$ cat src/hdl/drive_episode_detector_macros.svh
// Assertion helpers for the episode detector
`ifndef DRIVE_EPISODE_DETECTOR_MACROS_SVH
`define DRIVE_EPISODE_DETECTOR_MACROS_SVH

// same-cycle implication
`define DED_ASSERT_SAME(label, clk, rst_n, ante, cons, msg) \
    label: assert property (@(posedge clk) disable iff (!rst_n) (ante) |-> (cons)) \
        else $error(msg);

// next-cycle implication
`define DED_ASSERT_NEXT(label, clk, rst_n, ante, cons, msg) \
    label: assert property (@(posedge clk) disable iff (!rst_n) (ante) |=> (cons)) \
        else $error(msg);

`endif

$ cat src/hdl/ded_pkg.sv
package ded_pkg;

    localparam int EPOCH_W    = 48;
    localparam int SIG_W      = 16;
    localparam int CNT_W      = 7;
    localparam int CFG_IDX_W  = 3;
    localparam int CFG_DATA_W = 20;

    localparam logic [CFG_IDX_W-1:0] REG_ACT_SPEED_MIN = 3'd0;
    localparam logic [CFG_IDX_W-1:0] REG_ACT_TURN_MIN  = 3'd1;
    localparam logic [CFG_IDX_W-1:0] REG_CLR_SPEED_MAX = 3'd2;
    localparam logic [CFG_IDX_W-1:0] REG_CLR_TURN_MAX  = 3'd3;
    localparam logic [CFG_IDX_W-1:0] REG_MAX_GAP       = 3'd4;
    localparam logic [CFG_IDX_W-1:0] REG_ACT_HOLD      = 3'd5;
    localparam logic [CFG_IDX_W-1:0] REG_CLR_HOLD      = 3'd6;
    localparam logic [CFG_IDX_W-1:0] REG_MAX_DURATION  = 3'd7;

    localparam logic [14:0] RST_ACT_SPEED_MIN = 15'd3072;
    localparam logic [14:0] RST_ACT_TURN_MIN  = 15'd768;
    localparam logic [14:0] RST_CLR_SPEED_MAX = 15'd1280;
    localparam logic [14:0] RST_CLR_TURN_MAX  = 15'd256;
    localparam logic [15:0] RST_MAX_GAP       = 16'd250;
    localparam logic [15:0] RST_ACT_HOLD      = 16'd500;
    localparam logic [15:0] RST_CLR_HOLD      = 16'd1000;
    localparam logic [19:0] RST_MAX_DURATION  = 20'd12000;

    localparam logic [19:0] KEEP_SPACING_MS = 20'd100;

    localparam logic [1:0] REASON_COMPLETE  = 2'd0;
    localparam logic [1:0] REASON_TRUNCATED = 2'd1;
    localparam logic [1:0] REASON_GAP       = 2'd2;

    typedef struct packed {
        logic [14:0] activate_speed_min;
        logic [14:0] activate_turn_min;
        logic [14:0] clear_speed_max;
        logic [14:0] clear_turn_max;
        logic [15:0] max_gap_ms;
        logic [15:0] activation_hold_ms;
        logic [15:0] clear_hold_ms;
        logic [19:0] max_duration_ms;
    } cfg_t;

    typedef struct packed {
        logic [EPOCH_W-1:0]      time_ms;
        logic signed [SIG_W-1:0] speed;
        logic signed [SIG_W-1:0] turn;
        logic                    all_finite;
    } frame_t;

    typedef struct packed {
        logic               sample_kept;
        logic [CNT_W-1:0]   sample_index;
        logic               episode_open;
        logic               episode_done;
        logic [1:0]         end_reason;
        logic [EPOCH_W-1:0] episode_start_ms;
        logic [EPOCH_W-1:0] episode_end_ms;
        logic [CNT_W-1:0]   episode_samples;
    } result_t;

    typedef struct packed {
        logic               have_last_time;
        logic [EPOCH_W-1:0] last_time;
        logic               activation_pending;
        logic [EPOCH_W-1:0] activation_time;
        logic               clear_pending;
        logic [EPOCH_W-1:0] clear_time;
        logic               suppressed_flag;
        logic               episode_active;
        logic [EPOCH_W-1:0] episode_start;
        logic [EPOCH_W-1:0] episode_last;
        logic               keep_pending;
        logic [EPOCH_W-1:0] keep_time;
        logic [CNT_W-1:0]   kept_count;
    } state_t;

endpackage

$ cat src/hdl/ded_core.sv
module ded_core import ded_pkg::*;
#(
    parameter int MAX_SAMPLES = 120
)
(
    input  logic    clk,
    input  logic    rst_n,
    input  logic    fire,
    input  frame_t  frame,
    input  cfg_t    cfg,
    output result_t res
);

    state_t st_reg;
    state_t st_next;

    // elapsed time (zero when time ran backwards) at or above a limit
    function automatic logic since_ge(input logic [EPOCH_W-1:0] now,
                                     input logic [EPOCH_W-1:0] past,
                                     input logic [19:0]        lim);
        logic [EPOCH_W:0] d;
        d = {1'b0, now} - {1'b0, past};
        if (d[EPOCH_W])
            return lim == '0;
        return d[EPOCH_W-1:0] >= {{(EPOCH_W-20){1'b0}}, lim};
    endfunction

    always_comb
    begin
        logic [EPOCH_W-1:0] t;
        logic [EPOCH_W:0]   dt;
        logic [14:0]        aturn;
        logic               activating;
        logic               clearing;
        logic               clear_held;
        logic               go;
        logic               maximum;
        logic               show;

        t          = frame.time_ms;
        st_next    = st_reg;
        res        = '0;
        show       = 1'b0;
        go         = 1'b0;
        maximum    = 1'b0;
        clear_held = 1'b0;

        dt = {1'b0, t} - {1'b0, st_reg.last_time};

        // |turn| with -32768 saturating to 32767
        if (!frame.turn[SIG_W-1])
            aturn = frame.turn[14:0];
        else if (frame.turn[14:0] == '0)
            aturn = '1;
        else
            aturn = 15'(-frame.turn);

        activating = !frame.speed[SIG_W-1]
                  && frame.speed[14:0] >= cfg.activate_speed_min
                  && aturn >= cfg.activate_turn_min;
        clearing   = frame.speed[SIG_W-1]
                  || frame.speed[14:0] <= cfg.clear_speed_max
                  || aturn <= cfg.clear_turn_max;

        if (!frame.all_finite || (st_reg.have_last_time
            && (dt[EPOCH_W] || dt[EPOCH_W-1:0] > {{(EPOCH_W-16){1'b0}}, cfg.max_gap_ms})))
        begin
            // abort
            if (st_reg.episode_active)
            begin
                res.episode_done = 1'b1;
                res.end_reason   = REASON_GAP;
                show             = 1'b1;
            end
            st_next.have_last_time     = frame.all_finite;
            st_next.last_time          = frame.all_finite ? t : '0;
            st_next.activation_pending = 1'b0;
            st_next.activation_time    = '0;
            st_next.clear_pending      = 1'b0;
            st_next.clear_time         = '0;
            st_next.suppressed_flag    = 1'b0;
            st_next.episode_active     = 1'b0;
            st_next.keep_pending       = 1'b0;
            st_next.keep_time          = '0;
        end
        else if (st_reg.have_last_time && dt[EPOCH_W-1:0] == '0)
        begin
            // duplicate timestamp
            show = st_reg.episode_active;
        end
        else
        begin
            st_next.have_last_time = 1'b1;
            st_next.last_time      = t;

            if (clearing)
            begin
                if (!st_reg.clear_pending)
                begin
                    st_next.clear_pending = 1'b1;
                    st_next.clear_time    = t;
                end
            end
            else
            begin
                st_next.clear_pending = 1'b0;
                st_next.clear_time    = '0;
            end
            clear_held = st_next.clear_pending
                      && since_ge(t, st_next.clear_time, {4'd0, cfg.clear_hold_ms});

            if (st_reg.suppressed_flag)
            begin
                if (clear_held)
                begin
                    st_next.suppressed_flag    = 1'b0;
                    st_next.activation_pending = 1'b0;
                end
            end
            else
            begin
                go = 1'b1;
                if (!st_reg.episode_active)
                begin
                    if (!activating)
                    begin
                        st_next.activation_pending = 1'b0;
                        go = 1'b0;
                    end
                    else
                    begin
                        if (!st_reg.activation_pending)
                        begin
                            st_next.activation_pending = 1'b1;
                            st_next.activation_time    = t;
                        end
                        if (!since_ge(t, st_next.activation_time,
                                      {4'd0, cfg.activation_hold_ms}))
                        begin
                            go = 1'b0;
                        end
                        else
                        begin
                            st_next.episode_active = 1'b1;
                            st_next.episode_start  = t;
                            st_next.kept_count     = '0;
                            st_next.keep_pending   = 1'b0;
                        end
                    end
                end

                if (go)
                begin
                    st_next.episode_last = t;
                    show = 1'b1;
                    if ((!st_next.keep_pending
                         || since_ge(t, st_next.keep_time, KEEP_SPACING_MS))
                        && st_next.kept_count < CNT_W'(MAX_SAMPLES))
                    begin
                        res.sample_kept      = 1'b1;
                        res.sample_index     = st_next.kept_count;
                        st_next.kept_count   = st_next.kept_count + CNT_W'(1);
                        st_next.keep_pending = 1'b1;
                        st_next.keep_time    = t;
                    end
                    maximum = since_ge(t, st_next.episode_start, cfg.max_duration_ms);
                    if (maximum || clear_held)
                    begin
                        res.episode_done           = 1'b1;
                        res.end_reason             = maximum ? REASON_TRUNCATED
                                                             : REASON_COMPLETE;
                        st_next.episode_active     = 1'b0;
                        st_next.suppressed_flag    = maximum;
                        st_next.activation_pending = 1'b0;
                    end
                end
            end
        end

        res.episode_open = st_next.episode_active;
        if (show)
        begin
            res.episode_start_ms = st_next.episode_start;
            res.episode_end_ms   = st_next.episode_last;
            res.episode_samples  = st_next.kept_count;
        end
    end

    always_ff @(posedge clk or negedge rst_n)
    begin
        if (!rst_n)
            st_reg <= '0;
        else if (fire)
            st_reg <= st_next;
    end

endmodule

$ cat config.mk
export PLATFORM = sky130hd
export DESIGN_NAME = ded_core
export DESIGN_NICKNAME = d
export VERILOG_FILES = /design/src/hdl/drive_episode_detector_macros.svh /design/src/hdl/ded_pkg.sv /design/src/hdl/ded_core.sv
export SDC_FILE = /design/constraint.sdc
export NUM_CORES = 1
export LEC_CHECK = 0
export BUFFER_PORTS_ARGS = -buffer_cell sky130_fd_sc_hd__buf_2
export CAP_MARGIN = 10
export CORE_MARGIN = 10
export CORE_UTILIZATION = 35
export DETAILED_ROUTE_END_ITERATION = 16
export PLACE_DENSITY = 0.5
export SYNTH_ARGS = -nofsm -noshare
export SYNTH_HDL_FRONTEND = slang
export SYNTH_SLANG_ARGS = --single-unit
export TNS_END_PERCENT = 50
$ cat constraint.sdc
create_clock -name clk -period 10.45 [get_ports clk]
set_clock_uncertainty 0.2 [all_clocks]
set_input_delay 0 -clock clk [delete_from_list [all_inputs] [get_ports clk]]
set_output_delay 0 -clock clk [all_outputs]
set_load 0.02 [all_outputs]
==> summary.txt, run 1 <==
Synth
  • Synth Net Count: 5012
  • Post-synthesis cell type count: 101
  • Area leader, netlist: dfrtp_1
  • Largest family of logic cells by synthesized area: compound AO/OA/AOI/OAI gates
  • Compound-Gate Fraction of Synth Area: 0.287
  • Simple-Gate Fraction of Synth Area: 0.185
  • Register area share after synthesis: 0.219
  • Synth Area in XOR/XNOR: 0.0349
  • Synthesized area per cell: 7.77 sq um
  • Synth Area in Adders: 0.139
  • Synth Cell Area: 34400 sq um
  • Post-synthesis register bit count: 301
  • Synth top area share: 0.219
  • Post-synthesis async set-or-reset flop share: 1.00
  • Synth Warn #: 0
  • Top-count cell post-synth: nand2_1
  • Post-synth EDFFs: 0
  • Mux cell area share after synthesis: 0.0703
  • Synth Instances: 4422
  • Most used DFF post-synth: dfrtp_1
  • Synth top cells by count: nand2_1 (449), o21ai_0 (388), ha_1 (373)
  • Top post-synthesis cells by area: dfrtp_1 (22%), ha_1 (14%), o21ai_0 (5.6%)

Setup path
  • Reg2Reg Depth: 47
  • Max incr delay on CP: 0.62 ns
  • Worst Path Required: 10.25 ns
  • Critical path arrival: 10.33 ns
  • Cell mode on critical path: buf_4
  • Largest fanout on the critical path: 5
  • Worst r2r src: st_reg[251]
  • WP depth: 47
  • Reg2Reg Capture Point: st_reg[251]
  • Crit-path leading delay family: compound AO/OA/AOI/OAI gates
  • Bufs and invs on worst path: 9
  • Worst reg2reg setup slack: 0.54 ns
  • Critical Path Source Type: flop
  • Worst setup EP type: primary output
  • CP max stage cell: a2111oi_0
  • CP Class: flop to primary output

Detailed routing
  • Via-to-Cell Ratio: 5.77
  • First drt pass iteration count: 8
  • DR WL/cell: 24.2 microns
  • DR DRC count: 0
  • Total number of vias: 35.8k
  • Iter 0 DRT Violations: 3263
  • Antenna-violating nets left: 0
  • Final WL: 150 mm

Floorplanning
  • Core footprint: 97100 sq um
  • Starting Density: 0.354
  • Die width: 333 microns
  • Die area: 111000 sq um
  • Die height: 333 microns
  • Top-Level Pins: 327
  • Row cnt: 114

STA
  • Relative slew slack: 0.269
  • Crit path time final: 10.53 ns
  • Worst hold margin: 0.123 ns
  • Tightest Pin Transition: 1.10 ns
  • Final hold viol count: 0
  • Setup ws final: -0.0753 ns
  • Max Clk Rate: 95.0 MHz
  • RSZ-0062 raised after global routing: true
  • Final slew viol count: 0
  • Final setup violation count: 1
  • Final worst-path cycle share: 1.01

Clock tree
  • H-Tree Depth: 2
  • Clk buf depth: 3
  • Clock Root Buffer: clkbuf_16
  • CTS tree: done
  • Clock Pin Slew Worst Setup and Hold Paths: 0.06 ns
  • TritonCTS Sinks: 301
  • Clock latency on the worst-skew pair: 0.62 ns
  • Total CTS buffers: 42

Power and ir drop
  • Worst VDD drop: 0.126 mV
  • Leakage Power: 0.0186 uW
  • PD cells: 145 nW/um^2
  • Pwr Total: 6010 uW

Placed design
  • PortBufs: 326
  • Pre-CTS WS: -0.191 ns
  • Placed inst area: 38600 sq um
  • Gp weighted congestion: 0.970
  • Hpwl dp: 118 mm

Layout
  • Area Growth Syn to Fin: 20.3%
  • Fraction of layout cells with a size suffix above 1: 0.180
  • Antenna Cells: 0
  • Final nets: 5489
  • Fin util: 0.426
  • Fin area: 41300 sq um
  • Max reg flops: 301

Outcome
  • Status: finished, violations left
  • Failing checks: negative setup slack

Global routing
  • Vias in the first global route: 34.3k
  • First-pass GRT wire length: 222 mm
  • GRT overflow: 0
  • Tot GR Track Use: 0.258
  • Largest net degree at the start of global routing: 105
  • Antenna violations before repair: 10

Min path
  • Worst hold path type: input port to flop
  • Hold_sp: frame[58]
  • Hold depth: 3
  • Hold Path End: st_reg[32]

Run
  • MaxCap Viol Count: 0
power by group:
part | internal, uW | switching, uW
Sequential | 1310 | 89.2
Clock | 1050 | 633
Combinational | 1190 | 1730
Total | 3550 | 2460
logic make-up (layout without fill, tap and decap cells):
logic type                 count (synthesis)  after routing
buffers and inverters                    568           1077
xor gates and xnor gates                 137            137
DFF                                      301            301
adders and majority gates                378            378
and+or+nand+nor                         1317           1317
muxes                                    223            223
AOI/OAI and AO/OA                       1498           1498
metal layers:
layer | up-vias | part of all wire | wire [microns] | global-route usage
li1 | 17300 | - | - | -
met1 | 17200 | 0.47 | 70700 | 0.362
met2 | 1064 | 0.43 | 65000 | 0.397
met3 | 185 | 0.055 | 8220 | 0.0328
met4 | 2 | 0.042 | 6380 | 0.0992
met5 | - | 0.000087 | 13 | 0
worst reg2reg max path, delay by kind of cell (launching register included):
kind | cells | cell delay [ns]
AOI/OAI and AO/OA | 21 | 4.31
and+or+nand+nor | 9 | 1.59
buffers and inverters | 9 | 1.30
adders and majority gates | 4 | 1.07
muxes | 2 | 0.59
DFF | 1 | 0.46
xor gates and xnor gates | 2 | 0.33
area by class of cell:
| type | instances | area, sq um |
|---|---|---|
| Multi-Input combinational cell | 3553 | 25000 |
| Sequential cell | 301 | 7530 |
| Clock buffer | 54 | 1190 |
| Tap cell | 1276 | 1600 |
| Timing Repair Buffer | 640 | 4310 |
| Fill cell | 9995 | 55800 |
| Clock inverter | 22 | 395 |
| Inverter | 361 | 1360 |
cell usage in the layout, fill, tap and decap left out, types with 32 or more instances in the layout:
| master | synthesis | routed |
|---|---|---|
| a211oi_1 | 77 | 76 |
| a21o_1 | 93 | 93 |
| a21oi_1 | 361 | 351 |
| a22o_1 | 145 | 145 |
| buf_2 | 50 | 322 |
| buf_4 | 4 | 238 |
| clkbuf_16 | 0 | 44 |
| dfrtp_1 | 301 | 299 |
| dlygate4sd3_1 | 0 | 64 |
| ha_1 | 373 | 370 |
| inv_1 | 361 | 360 |
| mux2_2 | 131 | 130 |
| mux2i_1 | 75 | 70 |
| nand2_1 | 449 | 448 |
| nand2b_1 | 39 | 38 |
| nand3_1 | 122 | 122 |
| nand4_1 | 105 | 105 |
| nor2_1 | 278 | 276 |
| nor2b_1 | 32 | 32 |
| nor3_1 | 73 | 72 |
| nor4_1 | 49 | 47 |
| o211ai_1 | 49 | 49 |
| o21a_1 | 62 | 62 |
| o21ai_0 | 388 | 383 |
| o21bai_1 | 32 | 32 |
| xnor2_1 | 92 | 92 |
| xor2_1 | 45 | 45 |
per-stage QoR:
step / TNS (ns) / instances
after floorplan: 0 / 4422
after global placement: -0.420 / 6048
after detailed placement: -0.441 / 6048
after CTS: 0 / 6195
after global routing: -1.24 / 6207
final: -0.0753 / 6207
worst max-delay path by stage:
stage                startpoint          end  slack [ns]
floorplan           st_reg[251]  st_reg[152]        0.47
global placement       frame[7]     res[106]       -0.18
detailed placement     frame[7]     res[106]       -0.19
CTS                 st_reg[251]     res[106]       0.005
global route        st_reg[251]     res[106]       -0.59
finish              st_reg[251]     res[106]       -0.08
timing repair:
action	CTS	global route
resized for setup	27	48
hold buffers	65	0
pin swaps	19	46
cloned	1	1
hold endpoints to repair	339	0
setup buffers	5	14
setup endpoints to repair	6	6
No activity file was read; power rests on OpenSTA's default activity.
==> run 2: changes to the inputs <==
--- a/config.mk
+++ b/config.mk
@@ -8,9 +8,10 @@
 export BUFFER_PORTS_ARGS = -buffer_cell sky130_fd_sc_hd__buf_2
 export CAP_MARGIN = 10
 export CORE_MARGIN = 10
-export CORE_UTILIZATION = 35
+export CORE_UTILIZATION = 30
 export DETAILED_ROUTE_END_ITERATION = 16
-export PLACE_DENSITY = 0.5
+export GPL_TIMING_DRIVEN = 0
+export PLACE_DENSITY = 0.44
 export SYNTH_ARGS = -nofsm -noshare
 export SYNTH_HDL_FRONTEND = slang
 export SYNTH_SLANG_ARGS = --single-unit
==> run 2 against run 1 <==
Compared with the run above: the flow still finishes with violations (negative setup slack); first-iteration DRC count is 0.61% lower; clock power is 8% lower; sequential power hardly changed; final cell count is 4.7% higher; sequential share of layout area hardly changed; worst hold slack worse by 0.11 ns; worst setup slack worse by 0.88 ns; combinational power is 2% lower; critical path type is now input port to primary output.
==> summary.txt, run 2 (synthesis gave the netlist of run 1 again) <==
Outcome
  • Status: finished, violations left
  • Failing checks: negative setup slack

Layout
  • Fraction of layout cells with a size suffix above 1: 0.152 (-0.0278)
  • Commonest non-fill, non-tap cell in the layout: nand2_1
  • Final nets: 5536 (+0.86%)
  • Commonest non-fill, non-tap cells in the layout: nand2_1 (449), o21ai_0 (379), buf_2 (368), ha_1 (368), inv_1 (356)
  • Area Growth Syn to Fin: 20.5%
  • Fill cells: 12.2k (+22%)
  • FF/Latch Area: 7530 sq um (about the same)
  • Area of the multi-input gates: 25000 sq um (about the same)
  • Max reg flops: 301 (unchanged)
  • Fin util: 0.363 (-0.0624)
  • Fin area: 41400 sq um (+0.20%)

Clock tree
  • Total CTS buffers: 42 (unchanged)
  • Clk buf depth: 3 (unchanged)
  • Clock latency on the worst-skew pair: 0.60 ns (-0.02 ns)
  • Clock Root Buffer: clkbuf_16
  • Clock Pin Slew Worst Setup and Hold Paths: 0.06 ns (about the same)
  • CTS tree: done
  • H-Tree Depth: 2 (unchanged)
  • TritonCTS Sinks: 301 (unchanged)

Setup path
  • Critical path arrival: 11.20 ns (+0.87 ns)
  • Worst r2r src: st_reg[251]
  • Worst setup EP type: primary output
  • Max incr delay on CP: 0.96 ns (+0.34 ns)
  • Reg2Reg Depth: 51 (+8.5%)
  • Worst Path Required: 10.25 ns (about the same)
  • Reg2Reg Capture Point: st_reg[251]
  • Crit-path leading delay family: compound AO/OA/AOI/OAI gates
  • WP depth: 50 (+6.4%)
  • CP max stage cell: dlygate4sd3_1
  • Bufs and invs on worst path: 7 (-2)
  • Worst reg2reg setup slack: -0.27 ns (-0.81 ns)
  • Cell mode on critical path: a21o_1
  • Critical Path Source Type: input port
  • Largest fanout on the critical path: 12 (+7)
  • CP Class: input port to primary output

Run
  • MaxCap Viol Count: 0 (unchanged)

Detailed routing
  • Routed met1 length: 78.2 mm (+11%)
  • Met3 Routed Length: 10.7 mm (+31%)
  • Antenna-violating nets left: 0 (unchanged)
  • Total number of vias: 36.8k (+2.9%)
  • WL met2: 71.7 mm (+10%)
  • Final WL: 166 mm (+11%)
  • First drt pass iteration count: 6 (-2)
  • Top sig layer: met5
  • DR WL/cell: 25.6 microns (+5.7%)
  • Via-to-Cell Ratio: 5.67 (-1.7%)
  • DR DRC count: 0 (unchanged)
  • Iter 0 DRT Violations: 3243 (-0.61%)

Power and ir drop
  • PD cells: 141 nW/um^2 (-3.3%)
  • Leakage Power: 0.0184 uW (-1.4%)
  • Pwr Total: 5820 uW (-3.1%)
  • Worst VDD drop: 0.117 mV (-7.0%)

Floorplanning
  • Core footprint: 114000 sq um (+17%)
  • Starting Density: 0.301 (-0.0524)
  • Die height: 359 microns (+7.5%)
  • Die area: 129000 sq um (+16%)
  • Die width: 359 microns (+7.5%)
  • Top-Level Pins: 327 (unchanged)
  • Row cnt: 124 (+8.8%)

STA
  • Max Clk Rate: 87.7 MHz (-7.7%)
  • Final setup violation count: 6 (+5)
  • Final TNS setup: -3.02 ns (-2.94 ns)
  • Setup ws final: -0.953 ns (-0.878 ns)
  • Final worst-path cycle share: 1.09 (+0.0840)
  • Relative slew slack: 0.257 (-0.0121)
  • Tightest Pin Transition: 1.11 ns (+0.0181 ns)
  • Crit path time final: 11.40 ns (+0.878 ns)
  • RSZ-0062 raised after global routing: true
  • Final slew viol count: 0 (unchanged)
  • Worst hold margin: 0.0137 ns (-0.110 ns)
  • Final hold viol count: 0 (unchanged)

Global routing
  • First-pass GRT wire length: 240 mm (+7.9%)
  • Largest net degree at the start of global routing: 107 (+1.9%)
  • Antenna violations before repair: 21 (+11)
  • Tot GR Track Use: 0.249 (-0.00864)
  • Vias in the first global route: 34.9k (+1.8%)
  • GRT overflow: 0 (unchanged)

Placed design
  • PortBufs: 325 (-0.31%)
  • Placed inst area: 38000 sq um (-1.6%)
  • Gp weighted congestion: 0.913 (-5.9%)
  • Hpwl dp: 117 mm (-0.64%)

Min path
  • Worst hold path type: input port to flop
  • Hold depth: 3 (unchanged)
  • Hold_sp: frame[68]
  • Hold Path End: st_reg[238]
==> run 2: cell types whose count changed in the layout (fill, tap and decap cells not counted), moves of 5 or more <==
cell and delta:
buf_2 +46, clkinv_2 +5, clkbuf_2 +5, clkbuf_1 +128, o21ai_1 +6, diode_2 +7
dlymetal6s4s_1 +12, bufinv_16 -5, buf_4 -189, buf_1 +10, dlygate4sd3_1 +28
==> run 2: worst max path at each step <==
stage	start	to	slack (ns)
global route	st_reg[251]	res[106]	-1.43
finish	frame[38]	res[106]	-0.95
CTS	st_reg[251]	res[106]	-0.99
detailed placement	st_reg[251]	res[106]	-4.35
global placement	st_reg[251]	res[106]	-4.41
floorplan	st_reg[251]	st_reg[152]	0.47
==> run 2: repair_timing <==
item	4_1_cts	5_1_grt
hold endpoints to repair	521	0
gates resized for setup	97	40
setup endpoints to repair	10	6
hold buffers	105	0
pin swaps	49	39
cloned	1	0
buffers inserted	51	8
==> run 2: area by class of cell <==
cell class              instances  area share
diodes                          7    0.000423
repair buffers                483      0.0776
multi-input cells            3553       0.603
inverters                     361      0.0328
flip-flops and latches        301       0.182
plain buffers                 204      0.0239
clock inverters                22     0.00637
clock buffers                  55      0.0285
well taps                    1512      0.0457
==> run 2: metrics by stage <==
step	setup slack, ns	cells
after floorplan	0.469	4422
after global placement	-4.41	6259
after detailed placement	-4.35	6262
after CTS	-0.988	6484
final	-0.953	6498
after global routing	-1.43	6492
==> run 2: power breakdown <==
part	leakage, uW	switching (uW)	internal [uW]
Clock	0.000707	630	921
Sequential	0.00404	88.5	1310
Combinational	0.0136	1780	1100
==> run 2: routing by layer <==
layer	track usage	up-vias
li1	-	17400
met1	0.358	17900
met2	0.383	1274
met3	0.0321	189
met4	0.0767	2
met5	0	-
==> run 2: tightest hold or removal path, delay by kind of cell <==
kind | cells | cell delay [ns]
compound gates | 1 | 0.14
buf+inv | 1 | 0.30
mux | 1 | 0.31
